### src/hw/rtl/assert_macros.svh
// Assertion helpers. Every use expects signals named clk and rst in scope.
`ifndef ASSERT_MACROS_SVH
`define ASSERT_MACROS_SVH

// The condition must hold at every clock edge outside reset.
`define ASSERT_ALWAYS(label, cond, msg) \
  label: assert property (@(posedge clk) disable iff (rst) (cond)) else $error(msg);

// When the trigger holds, the consequence must hold in the next cycle.
`define ASSERT_NEXT(label, trig, cons, msg) \
  label: assert property (@(posedge clk) disable iff (rst) (trig) |=> (cons)) else $error(msg);

`endif

### src/hw/rtl/drhp_pkg.sv
package drhp_pkg;

  localparam int MAX_TEXT_LEN = 4096;
  localparam int POS_W        = $clog2(MAX_TEXT_LEN + 1);

  localparam logic [POS_W-1:0] POS_MAX        = POS_W'(MAX_TEXT_LEN);
  localparam logic [POS_W-1:0] POS_VER_START  = POS_W'(6);
  localparam logic [POS_W-1:0] POS_VER_LAST   = POS_W'(9);
  localparam logic [POS_W-1:0] POS_VER_END    = POS_W'(10);
  localparam logic [POS_W-1:0] POS_HASH_START = POS_W'(14);
  localparam logic [POS_W-1:0] V1_FULL_LEN    = POS_W'(142);
  localparam logic [POS_W-1:0] V1_MIN_LEN     = POS_W'(78);
  localparam logic [POS_W-1:0] MIN_DOC_LEN    = POS_W'(42);

  localparam int HDR_LEN = 6;
  localparam logic [8*HDR_LEN-1:0] HDR_TEXT  = "444D24";
  localparam logic [31:0]          VER1_TEXT = "0001";
  localparam logic [31:0]          VER2_TEXT = "0002";

  localparam logic [7:0] CHAR_0       = "0";
  localparam logic [7:0] CHAR_9       = "9";
  localparam logic [7:0] CHAR_F       = "F";
  localparam logic [7:0] CHAR_A       = "A";
  localparam logic [7:0] CHAR_B       = "B";
  localparam logic [7:0] CHAR_LOWER_A = "a";
  localparam logic [7:0] CHAR_LOWER_Z = "z";
  localparam logic [7:0] CASE_OFFSET  = 8'h20;

  localparam logic [4:0] MAX_RECORDS_RESET = 5'd19;

  localparam logic       KIND_DIGIT  = 1'b0;
  localparam logic       KIND_STATUS = 1'b1;

  localparam logic [2:0] SLOT_GUID  = 3'd0;
  localparam logic [2:0] SLOT_INDEX = 3'd1;
  localparam logic [2:0] SLOT_FILE  = 3'd2;
  localparam logic [2:0] SLOT_ATTR  = 3'd3;
  localparam logic [2:0] SLOT_OWNER = 3'd4;

  localparam logic [1:0] STATUS_VALID     = 2'd0;
  localparam logic [1:0] STATUS_NOT_DOC   = 2'd1;
  localparam logic [1:0] STATUS_MALFORMED = 2'd2;

  localparam logic [1:0] VER_UNKNOWN = 2'd0;
  localparam logic [1:0] VER_1       = 2'd1;
  localparam logic [1:0] VER_2       = 2'd2;

  // APB: one register slot of 4 bytes, bit 2 selects the register index.
  localparam int   APB_ADDR_W      = 3;
  localparam logic REG_MAX_RECORDS = 1'b0;

  localparam int OUTQ_DEPTH = 4;
  localparam int OUTQ_AW    = $clog2(OUTQ_DEPTH);
  localparam int OUTQ_CW    = $clog2(OUTQ_DEPTH + 1);
  localparam logic [OUTQ_CW-1:0] OUTQ_ROOM_MAX = OUTQ_CW'(OUTQ_DEPTH - 2);

  typedef enum logic [4:0] {
    PH_TYPE  = 5'b00001,
    PH_SEP   = 5'b00010,
    PH_ALGO1 = 5'b00100,
    PH_ALGO2 = 5'b01000,
    PH_HASH  = 5'b10000
  } phase_t;

  typedef struct packed {
    logic       kind;
    logic [2:0] slot;
    logic [6:0] hash_algo;
    logic [6:0] digit_index;
    logic [7:0] digit_char;
    logic       record_start;
    logic [1:0] status;
    logic [1:0] doc_version;
    logic       owner_present;
    logic       last;
  } result_t;

  typedef struct packed {
    logic    dig_valid;
    result_t dig;
    logic    stat_valid;
    result_t stat;
  } push_t;

  typedef struct packed {
    logic [OUTQ_CW-1:0] count;
    logic               not_empty;
    logic               room2;
  } outq_status_t;

  function automatic logic [7:0] hash_len(input logic [6:0] algo);
    logic [7:0] len;
    unique case (algo)
      7'd0:          len = 8'd32;
      7'd1:          len = 8'd40;
      7'd21, 7'd31:  len = 8'd56;
      7'd22, 7'd32:  len = 8'd64;
      7'd23, 7'd33:  len = 8'd96;
      7'd25, 7'd35:  len = 8'd128;
      default:       len = 8'd0;
    endcase
    return len;
  endfunction

  function automatic logic [7:0] hdr_char(input logic [2:0] idx);
    return HDR_TEXT[(HDR_LEN - 1 - int'(idx)) * 8 +: 8];
  endfunction

  function automatic logic [2:0] v1_slot(input logic [1:0] quarter);
    logic [2:0] s;
    unique case (quarter)
      2'd0: s = SLOT_GUID;
      2'd1: s = SLOT_FILE;
      2'd2: s = SLOT_ATTR;
      2'd3: s = SLOT_OWNER;
    endcase
    return s;
  endfunction

endpackage

### src/hw/rtl/drhp_in_if.sv
interface drhp_in_if;
  logic       valid;
  logic       ready;
  logic [7:0] ch;
  logic       end_of_text;

  modport source (output valid, ch, end_of_text, input ready);
  modport sink (input valid, ch, end_of_text, output ready);
endinterface

### src/hw/rtl/drhp_out_if.sv
interface drhp_out_if;
  logic       valid;
  logic       ready;
  logic       kind;
  logic [2:0] slot;
  logic [6:0] hash_algo;
  logic [6:0] digit_index;
  logic [7:0] digit_char;
  logic       record_start;
  logic [1:0] status;
  logic [1:0] doc_version;
  logic       owner_present;
  logic       last;

  modport source (output valid, kind, slot, hash_algo, digit_index, digit_char,
                  record_start, status, doc_version, owner_present, last,
                  input ready);
  modport sink (input valid, kind, slot, hash_algo, digit_index, digit_char,
                record_start, status, doc_version, owner_present, last,
                output ready);
endinterface

### src/hw/rtl/drhp_core.sv
module drhp_core import drhp_pkg::*; (
  input  logic       clk,
  input  logic       rst,
  input  logic       fire,
  input  logic [7:0] ch,
  input  logic       end_of_text,
  input  logic [4:0] max_records,
  output push_t      push
);

  logic [POS_W-1:0] position, position_next;
  logic             header_ok, header_ok_next;
  logic [1:0]       version_code, version_code_next;
  logic [31:0]      version_chars, version_chars_next;
  phase_t           phase, phase_next;
  logic [7:0]       record_type, record_type_next;
  logic [6:0]       algo_value, algo_value_next;
  logic [7:0]       digits_left, digits_left_next;
  logic [6:0]       digit_count, digit_count_next;
  logic [4:0]       record_count, record_count_next;
  logic             error_flag, error_flag_next;

  always_comb begin
    logic [7:0]       c;
    logic [POS_W-1:0] off;
    logic             is_dec;
    logic [6:0]       algo_mix;
    logic [7:0]       hlen;
    logic [7:0]       dl;
    logic [2:0]       slot;
    logic             slot_ok;
    logic [31:0]      vc;
    logic             err;

    position_next      = position;
    header_ok_next     = header_ok;
    version_code_next  = version_code;
    version_chars_next = version_chars;
    phase_next         = phase;
    record_type_next   = record_type;
    algo_value_next    = algo_value;
    digits_left_next   = digits_left;
    digit_count_next   = digit_count;
    record_count_next  = record_count;
    error_flag_next    = error_flag;
    push               = '0;

    c = (ch >= CHAR_LOWER_A && ch <= CHAR_LOWER_Z) ? ch - CASE_OFFSET : ch;
    off      = position - POS_HASH_START;
    is_dec   = (c >= CHAR_0) && (c <= CHAR_9);
    algo_mix = 7'({algo_value, 3'b000} + {algo_value, 1'b0} + {3'b000, c[3:0]});
    hlen     = hash_len(algo_mix);
    dl       = (digits_left != 8'd0) ? digits_left - 8'd1 : 8'd0;
    vc       = {version_chars[23:0], c};
    slot     = SLOT_GUID;
    slot_ok  = 1'b0;
    err      = 1'b0;

    if (record_type == CHAR_0) begin
      slot = SLOT_GUID;  slot_ok = 1'b1;
    end else if (record_type == CHAR_F) begin
      slot = (algo_value == 7'd0) ? SLOT_INDEX : SLOT_FILE;  slot_ok = 1'b1;
    end else if (record_type == CHAR_A) begin
      slot = SLOT_ATTR;  slot_ok = 1'b1;
    end else if (record_type == CHAR_B) begin
      slot = SLOT_OWNER; slot_ok = 1'b1;
    end

    if (position >= POS_MAX) begin
      // Overlong text: the position saturates and the character is dropped.
      error_flag_next = 1'b1;
    end else begin
      position_next = position + POS_W'(1);
      if (position < POS_VER_START) begin
        if (c != hdr_char(position[2:0])) header_ok_next = 1'b0;
      end else if (position < POS_VER_END) begin
        version_chars_next = vc;
        if (position == POS_VER_LAST) begin
          if (vc == VER1_TEXT) version_code_next = VER_1;
          else if (vc == VER2_TEXT) version_code_next = VER_2;
        end
      end else if (position >= POS_HASH_START && header_ok && !error_flag) begin
        if (version_code == VER_1) begin
          if (position < V1_FULL_LEN) begin
            push.dig_valid        = 1'b1;
            push.dig.kind         = KIND_DIGIT;
            push.dig.slot         = v1_slot(off[6:5]);
            push.dig.digit_index  = {2'b00, off[4:0]};
            push.dig.digit_char   = c;
            push.dig.record_start = (off[4:0] == 5'd0);
            push.dig.doc_version  = VER_1;
          end
        end else if (version_code == VER_2) begin
          unique case (phase)
            PH_TYPE: begin
              if (record_count >= max_records) begin
                error_flag_next = 1'b1;
              end else begin
                record_count_next = record_count + 5'd1;
                record_type_next  = c;
                phase_next        = PH_SEP;
              end
            end
            PH_SEP: begin
              phase_next = PH_ALGO1;
            end
            PH_ALGO1: begin
              if (!is_dec) begin
                error_flag_next = 1'b1;
              end else begin
                algo_value_next = {3'b000, c[3:0]};
                phase_next      = PH_ALGO2;
              end
            end
            PH_ALGO2: begin
              if (!is_dec) begin
                error_flag_next = 1'b1;
              end else begin
                algo_value_next  = algo_mix;
                digits_left_next = hlen;
                digit_count_next = 7'd0;
                phase_next       = (hlen != 8'd0) ? PH_HASH : PH_TYPE;
              end
            end
            PH_HASH: begin
              if (slot_ok) begin
                push.dig_valid        = 1'b1;
                push.dig.kind         = KIND_DIGIT;
                push.dig.slot         = slot;
                push.dig.hash_algo    = algo_value;
                push.dig.digit_index  = digit_count;
                push.dig.digit_char   = c;
                push.dig.record_start = (digit_count == 7'd0);
                push.dig.doc_version  = VER_2;
              end
              digit_count_next = digit_count + 7'd1;
              digits_left_next = dl;
              if (dl == 8'd0) phase_next = PH_TYPE;
            end
            default: begin
              phase_next = PH_TYPE;
            end
          endcase
        end
      end
    end

    push.dig.last = !end_of_text;

    if (end_of_text) begin
      err = error_flag_next;
      if (header_ok_next && position_next >= MIN_DOC_LEN) begin
        if (version_code_next == VER_1 && position_next < V1_MIN_LEN) err = 1'b1;
        if (version_code_next == VER_2 &&
            (phase_next == PH_SEP || phase_next == PH_ALGO1 || phase_next == PH_ALGO2))
          err = 1'b1;
      end
      push.stat_valid = 1'b1;
      push.stat.kind  = KIND_STATUS;
      push.stat.last  = 1'b1;
      if (position_next < MIN_DOC_LEN || !header_ok_next) begin
        push.stat.status = STATUS_NOT_DOC;
      end else if (err) begin
        push.stat.status = STATUS_MALFORMED;
      end else begin
        push.stat.status        = STATUS_VALID;
        push.stat.doc_version   = version_code_next;
        push.stat.owner_present = (version_code_next == VER_1) &&
                                  (position_next == V1_FULL_LEN);
      end

      // The next character starts a fresh text.
      position_next      = '0;
      header_ok_next     = 1'b1;
      version_code_next  = VER_UNKNOWN;
      version_chars_next = '0;
      phase_next         = PH_TYPE;
      record_type_next   = '0;
      algo_value_next    = '0;
      digits_left_next   = '0;
      digit_count_next   = '0;
      record_count_next  = '0;
      error_flag_next    = 1'b0;
    end

    if (!fire) begin
      push.dig_valid  = 1'b0;
      push.stat_valid = 1'b0;
    end
  end

  always_ff @(posedge clk) begin
    if (rst) begin
      position      <= '0;
      header_ok     <= 1'b1;
      version_code  <= VER_UNKNOWN;
      version_chars <= '0;
      phase         <= PH_TYPE;
      record_type   <= '0;
      algo_value    <= '0;
      digits_left   <= '0;
      digit_count   <= '0;
      record_count  <= '0;
      error_flag    <= 1'b0;
    end else if (fire) begin
      position      <= position_next;
      header_ok     <= header_ok_next;
      version_code  <= version_code_next;
      version_chars <= version_chars_next;
      phase         <= phase_next;
      record_type   <= record_type_next;
      algo_value    <= algo_value_next;
      digits_left   <= digits_left_next;
      digit_count   <= digit_count_next;
      record_count  <= record_count_next;
      error_flag    <= error_flag_next;
    end
  end

endmodule

### src/hw/rtl/drhp_outq.sv
module drhp_outq import drhp_pkg::*; (
  input  logic         clk,
  input  logic         rst,
  input  push_t        push,
  input  logic         pop,
  output result_t      head,
  output outq_status_t status
);

  result_t            entries [OUTQ_DEPTH];
  logic [OUTQ_AW-1:0] wr_ptr, wr_ptr_next;
  logic [OUTQ_AW-1:0] rd_ptr, rd_ptr_next;
  logic [OUTQ_CW-1:0] count, count_next;
  logic [OUTQ_AW-1:0] stat_ptr;
  logic               do_pop;

  // A digit result goes in ahead of the status result of the same item.
  assign stat_ptr = wr_ptr + OUTQ_AW'(push.dig_valid);
  assign do_pop   = pop && (count != '0);

  always_comb begin
    wr_ptr_next = wr_ptr + OUTQ_AW'(push.dig_valid) + OUTQ_AW'(push.stat_valid);
    rd_ptr_next = rd_ptr + OUTQ_AW'(do_pop);
    count_next  = count + OUTQ_CW'(push.dig_valid) + OUTQ_CW'(push.stat_valid)
                  - OUTQ_CW'(do_pop);
  end

  always_ff @(posedge clk) begin
    if (push.dig_valid) entries[wr_ptr] <= push.dig;
    if (push.stat_valid) entries[stat_ptr] <= push.stat;
  end

  always_ff @(posedge clk) begin
    if (rst) begin
      wr_ptr <= '0;
      rd_ptr <= '0;
      count  <= '0;
    end else begin
      wr_ptr <= wr_ptr_next;
      rd_ptr <= rd_ptr_next;
      count  <= count_next;
    end
  end

  assign head             = entries[rd_ptr];
  assign status.count     = count;
  assign status.not_empty = (count != '0);
  assign status.room2     = (count <= OUTQ_ROOM_MAX);

endmodule

### src/hw/rtl/document_record_hex_parser.sv
// Document record hex parser.
// The chars channel takes the record text one character per item; end_of_text
// marks the final character. Each character that lands on a hash digit gives a
// digit item on the results channel, tagged with its slot and position; the
// final character also gives a status item (valid, not a document, malformed)
// with the version and owner flag, and the parser then starts a new text.
// Items from one character leave in order, the last one carrying last.
// Throughput: one character per cycle while each gives at most one result and
// the receiver keeps taking results. The four-entry result queue sets this:
// chars.ready is high while two entries are free, so input keeps flowing
// while a result waits to be taken. When the receiver stalls, the queue
// fills and chars.ready drops; nothing is lost. The APB register max_records
// (address 0, reset 19) bounds the number of version 2 records; the user
// must write it only while the block is idle, which the block itself does
// not enforce. Reset (rst, synchronous) empties the queue and clears the
// parse state.
`include "assert_macros.svh"

module document_record_hex_parser import drhp_pkg::*; (
  input  logic                  clk,
  input  logic                  rst,
  drhp_in_if.sink               chars,
  drhp_out_if.source            results,
  input  logic                  psel,
  input  logic                  penable,
  input  logic                  pwrite,
  input  logic [APB_ADDR_W-1:0] paddr,
  input  logic [31:0]           pwdata,
  output logic [31:0]           prdata,
  output logic                  pready
);

  logic         max_reg_sel;
  logic [4:0]   max_records;
  logic         in_fire;
  push_t        push;
  result_t      head;
  outq_status_t q_status;
  logic         out_digit;
  logic         out_status;

  assign pready      = 1'b1;
  assign max_reg_sel = (paddr[APB_ADDR_W-1] == REG_MAX_RECORDS);
  assign prdata      = max_reg_sel ? {27'd0, max_records} : 32'd0;

  always_ff @(posedge clk) begin
    if (rst) begin
      max_records <= MAX_RECORDS_RESET;
    end else if (psel && penable && pwrite && pready && max_reg_sel) begin
      max_records <= pwdata[4:0];
    end
  end

  assign chars.ready = q_status.room2;
  assign in_fire     = chars.valid && chars.ready;

  drhp_core u_core (
    .clk         (clk),
    .rst         (rst),
    .fire        (in_fire),
    .ch          (chars.ch),
    .end_of_text (chars.end_of_text),
    .max_records (max_records),
    .push        (push)
  );

  drhp_outq u_outq (
    .clk    (clk),
    .rst    (rst),
    .push   (push),
    .pop    (results.ready),
    .head   (head),
    .status (q_status)
  );

  assign results.valid         = q_status.not_empty;
  assign results.kind          = head.kind;
  assign results.slot          = head.slot;
  assign results.hash_algo     = head.hash_algo;
  assign results.digit_index   = head.digit_index;
  assign results.digit_char    = head.digit_char;
  assign results.record_start  = head.record_start;
  assign results.status        = head.status;
  assign results.doc_version   = head.doc_version;
  assign results.owner_present = head.owner_present;
  assign results.last          = head.last;

  assign out_digit  = results.valid && (results.kind == KIND_DIGIT);
  assign out_status = results.valid && (results.kind == KIND_STATUS);

  `ASSERT_NEXT(a_eot_gives_result, in_fire && chars.end_of_text, results.valid, "no status item")
  `ASSERT_ALWAYS(a_ready_has_room, !chars.ready || (q_status.count <= OUTQ_ROOM_MAX), "no room")
  `ASSERT_ALWAYS(a_status_is_last, !out_status || results.last, "status not last")
  `ASSERT_ALWAYS(a_digit_slot, !out_digit || (results.slot <= SLOT_OWNER), "bad slot")

endmodule
### src/flat_wrapper.sv
// flat-port wrapper written by rule: the top's interface ports become plain ports
module document_record_hex_parser_flat import drhp_pkg::*;
  (clk, rst, psel, penable, pwrite, paddr, pwdata, prdata, pready, chars_valid, chars_ch, chars_end_of_text, chars_ready, results_valid, results_kind, results_slot, results_hash_algo, results_digit_index, results_digit_char, results_record_start, results_status, results_doc_version, results_owner_present, results_last, results_ready);
  drhp_in_if chars_i ();
  drhp_out_if results_i ();
  input  logic clk;
  input  logic rst;
  input  logic psel;
  input  logic penable;
  input  logic pwrite;
  input  logic [APB_ADDR_W-1:0] paddr;
  input  logic [31:0] pwdata;
  output logic [31:0] prdata;
  output logic pready;
  input wire logic [$bits(chars_i.valid)-1:0] chars_valid;
  input wire logic [$bits(chars_i.ch)-1:0] chars_ch;
  input wire logic [$bits(chars_i.end_of_text)-1:0] chars_end_of_text;
  output wire logic [$bits(chars_i.ready)-1:0] chars_ready;
  output wire logic [$bits(results_i.valid)-1:0] results_valid;
  output wire logic [$bits(results_i.kind)-1:0] results_kind;
  output wire logic [$bits(results_i.slot)-1:0] results_slot;
  output wire logic [$bits(results_i.hash_algo)-1:0] results_hash_algo;
  output wire logic [$bits(results_i.digit_index)-1:0] results_digit_index;
  output wire logic [$bits(results_i.digit_char)-1:0] results_digit_char;
  output wire logic [$bits(results_i.record_start)-1:0] results_record_start;
  output wire logic [$bits(results_i.status)-1:0] results_status;
  output wire logic [$bits(results_i.doc_version)-1:0] results_doc_version;
  output wire logic [$bits(results_i.owner_present)-1:0] results_owner_present;
  output wire logic [$bits(results_i.last)-1:0] results_last;
  input wire logic [$bits(results_i.ready)-1:0] results_ready;
  assign chars_i.valid = chars_valid;
  assign chars_i.ch = chars_ch;
  assign chars_i.end_of_text = chars_end_of_text;
  assign chars_ready = chars_i.ready;
  assign results_valid = results_i.valid;
  assign results_kind = results_i.kind;
  assign results_slot = results_i.slot;
  assign results_hash_algo = results_i.hash_algo;
  assign results_digit_index = results_i.digit_index;
  assign results_digit_char = results_i.digit_char;
  assign results_record_start = results_i.record_start;
  assign results_status = results_i.status;
  assign results_doc_version = results_i.doc_version;
  assign results_owner_present = results_i.owner_present;
  assign results_last = results_i.last;
  assign results_i.ready = results_ready;
  document_record_hex_parser u_core (.clk(clk), .rst(rst), .chars(chars_i), .results(results_i), .psel(psel), .penable(penable), .pwrite(pwrite), .paddr(paddr), .pwdata(pwdata), .prdata(prdata), .pready(pready));
endmodule
### config.mk
export PLATFORM = sky130hd
export DESIGN_NAME = document_record_hex_parser_flat
export DESIGN_NICKNAME = d
export VERILOG_FILES = /design/src/hw/rtl/drhp_pkg.sv /design/src/hw/rtl/drhp_in_if.sv /design/src/hw/rtl/drhp_out_if.sv /design/src/hw/rtl/drhp_core.sv /design/src/hw/rtl/drhp_outq.sv /design/src/hw/rtl/document_record_hex_parser.sv /design/src/flat_wrapper.sv
export VERILOG_INCLUDE_DIRS = /design/src /design/src/hw/rtl
export SDC_FILE = /design/constraint.sdc
export NUM_CORES = 1
export LEC_CHECK = 0
export BUFFER_PORTS_ARGS = -buffer_cell sky130_fd_sc_hd__buf_4
export CAP_MARGIN = 30
export CORE_UTILIZATION = 40
export DETAILED_ROUTE_END_ITERATION = 8
export SYNTH_ARGS = -nofsm -noshare
export SYNTH_HDL_FRONTEND = slang
export SYNTH_HIERARCHICAL = 1
export SYNTH_SLANG_ARGS = --single-unit
### constraint.sdc
create_clock -name clk -period 15 [get_ports clk]
set_input_delay 1.5 -clock clk [delete_from_list [all_inputs] [get_ports clk]]
set_output_delay 1.5 -clock clk [all_outputs]
set_load 0.02 [all_outputs]
==> flow_metrics.py <==
metrics = {
    "timing": {
        "rsz0062_at_grt": "no",
        "worst_pin_slew_ns": 1.01,
        "skew_ns": 0.0131,
        "finalCritPeriodShare_pct": 36.0,
        "final_hold_viol_count": 0,
        "slew_viol_final": 0,
        "tns_ns": 0,
        "maxSlewHeadroom_pct": 32.4,
        "max_freq_mhz": 185,
        "min_period_ns": 5.39,
        "setup_viol": 0,
    },
    "clocking": {
        "cts_tree": "built",
        "clk_latency_ns": 0.53,
        "cts_inserted_buffers": 26,
        "path_clk_slew_ns": 0.06,
        "clock_sinks": 225,
        "cts-root-buf": "clkbuf_16",
        "cts_buffer_depth": 3,
        "post-cts-setup-buffer-count": 0,
        "cts_resized": 0,
        "hold_buffers": 0,
        "cts_htree_levels": 1,
    },
    "worst_hold_path": {
        "hold_class": "reg -> reg",
    },
    "final_layout": {
        "final_util_pct": 45.4,
        "drive_gt1_share_pct": 24.8,
        "synthToLayoutAreaGrowth_pct": 10.7,
        "fillers": 3027,
        "diodes": 0,
        "nNetsFinal": 1323,
    },
    "drt": {
        "routed_wl_um": 31200,
        "vias": 9254,
        "dr.pass1.iters": 5,
        "first_iter_violations": 636,
        "vias_per_cell": 5.45,
        "postRouteAntennaNets": 0,
        "drc": 0,
        "wl_per_cell_um": 18.4,
    },
    "logic_synthesis": {
        "synthesis.area_mm2": 0.0135,
        "synth-seq-cells": 225,
        "ys_types": 88,
        "syn_inst": 1214,
        "async_reset_ff_share_pct": 0,
        "synthFlopType": "edfxtp_1",
        "ys_seq_area_share_pct": 43.3,
        "synthTopCellsByCount": "132 x edfxtp_1, 123 x nor2_1, 96 x mux2_2",
        "yosysTopAreaCellShare_pct": 29.5,
        "netlist_top_cells_area": "edfxtp_1 29%, dfxtp_1 14%, mux2_2 8.0%",
        "synth_edf_count": 132,
        "synth_area_leader_cell": "edfxtp_1",
        "synth_warnings": 6,
        "avgSynthCellArea_um2": 11.1,
        "synth.most_common_cell": "edfxtp_1",
    },
    "setup_path": {
        "required_ns": 15.22,
        "worst-path-buf-inv": 3,
        "critical-path-slowest-cell": "buf_4",
        "worstSetupPathType": "reg -> reg",
        "cp_max_fo": 34,
        "cp.arrival_ns": 5.62,
        "cpPeakStageDelay_ns": 0.57,
        "start_kind": "register",
        "crit_family": "simple AND/OR/NAND/NOR gates",
        "cp_cell_sequence": "ha_1 > nand3b_1 > nand4_1 > nand2_1 > nor3_2 > buf_4 > nor2_1 > nor2_1 > ha_1 > xnor2_2 > and3_2 > buf_4 > a31o_2 > buf_12",
        "worstSetupEndpointType": "register",
    },
    "placed_design": {
        "gp_congestion": 0.898,
        "port_buffers": 61,
        "place_hpwl_um": 20100,
    },
    "global_route": {
        "grt_pass1_vias": 9137,
        "overflow": 0,
        "grt_use_total_pct": 18.5,
        "grt_max_degree": 85,
        "antenna_found_initial": 0,
        "grt_pass1_wl_um": 49900,
    },
    "pwr": {
        "p_leak_nw": 5.60,
        "p_per_area_mw_per_mm2": 120,
        "peakVddDrop_mv": 0.0693,
    },
    "floorplan": {
        "coreArea_mm2": 0.0328,
        "die-area_mm2": 0.0344,
        "num_io_pins": 119,
        "die_height_um": 185,
        "core.rowCount": 66,
        "die_x_um": 185,
        "initial_utilization_pct": 41.1,
    },
    "run_status": {
        "outcome": "finished clean",
    },
    "run": {
        "maxCapViolations": 0,
    },
}
-- area by class of cell --
cell class                      count  area (um^2)  area share [%]
Multi-Input combinational cell    874         6930            46.5
Sequential cell                   225         5830            39.1
Clock buffer                       38          778            5.22
Timing Repair Buffer               75          608            4.08
Tap cell                          442          553            3.71
Inverter                           34          128           0.857
Clock inverter                     10         76.3           0.512
-- sequential cells by signal, summed over array words and instances, names as in the netlist, 7 cells and up --
signal / cells
u_core/u_core/algo_value: 7
u_core/u_core/digit_count: 7
u_core/u_core/digits_left: 8
u_core/u_core/position: 13
u_core/u_core/record_type: 8
u_core/u_core/version_chars: 24
u_core/u_outq/entries: 132
-- power by group --
part           total [W]  switching (W)  internal [W]  leakage, nW
Clock           0.000624       0.000249      0.000375        0.430
Sequential      0.000703      0.0000173      0.000686         2.05
Combinational   0.000453       0.000259      0.000194         3.12
-- final timing paths --
kind / from / end / slack (ns) / cells after the start
worst max register to register: u_core/u_core/position[1]$_SDFFE_PP0P_ / u_core/u_outq/entries[1][29]$_DFFE_PP_ / 9.61 / 14
worst max-delay path: u_core/u_core/position[1]$_SDFFE_PP0P_ / u_core/u_outq/entries[1][29]$_DFFE_PP_ / 9.61 / 14
worst min-delay path: u_core/max_records[2]$_SDFFE_PP0P_ / u_core/max_records[2]$_SDFFE_PP0P_ / 0.49 / 2
worst min register to register: u_core/max_records[2]$_SDFFE_PP0P_ / u_core/max_records[2]$_SDFFE_PP0P_ / 0.49 / 2
-- cells by family after synthesis --
group,synth area share [%]
flops,43.3
other cells,0.0837
simple gates,14.5
xor+xnor,2.27
mux,18.2
fa+ha+maj,3.57
buf+inv,7.29
compound gates,10.8
-- cell usage in the layout (no fill, tap or decap), drive strengths merged, types with 8 or more instances in the layout --
| cell type | instances |
|---|---|
| nor3 | 31 |
| conb | 58 |
| o21ai | 36 |
| and2 | 15 |
| ha | 32 |
| clkinv | 8 |
| inv | 35 |
| xnor2 | 19 |
| a22oi | 40 |
| nand3 | 17 |
| and3 | 15 |
| xor2 | 15 |
| mux2 | 134 |
| edfxtp | 132 |
| dfxtp | 93 |
| nor2 | 126 |
| nand2b | 11 |
| nor4 | 18 |
| a21oi | 46 |
| o31ai | 9 |
| nand2 | 47 |
| mux2i | 9 |
| nor4b | 8 |
| nand4 | 11 |
| nand3b | 9 |
| clkbuf | 38 |
| nor2b | 18 |
| buf | 75 |
| a21o | 9 |
| mux4 | 33 |
-- metrics by stage --
stage          hold WS [ns]  total power, W  setup slack (ns)  std cells  cell area (um^2)
2_1_floorplan         0.458         0.00104              9.40       1269             13700
3_3_place_gp          0.480         0.00117              9.21       1647             14000
3_5_place_dp          0.489         0.00117              9.49       1650             14000
4_1_cts               0.496         0.00180              9.61       1698             14900
5_1_grt               0.518         0.00187              9.24       1698             14900
6_report              0.490         0.00178              9.61       1698             14900
-- worst register-to-register path: cells and delay by family (launching register included) --
family / cells / cell delay [ns]
flip-flops: 1 / 0.44
AND/OR/NAND/NOR: 7 / 1.78
buffers and inverters: 3 / 1.05
AO/OA/AOI/OAI: 1 / 0.52
adder cells (fa/ha/maj): 2 / 0.73
XOR/XNOR: 1 / 0.55
-- routing by layer --
| layer | global-route usage, % | wire length (um) | vias up |
|---|---|---|---|
| met1 | 24.7 | 14400 | 4541 |
| met5 | 0 | 0 | - |
| met4 | 5.22 | 671 | 0 |
| met2 | 31.2 | 14800 | 209 |
| li1 | - | - | 4460 |
| met3 | 2.30 | 1360 | 44 |
Note: power is estimated with default switching activity, not from simulation.
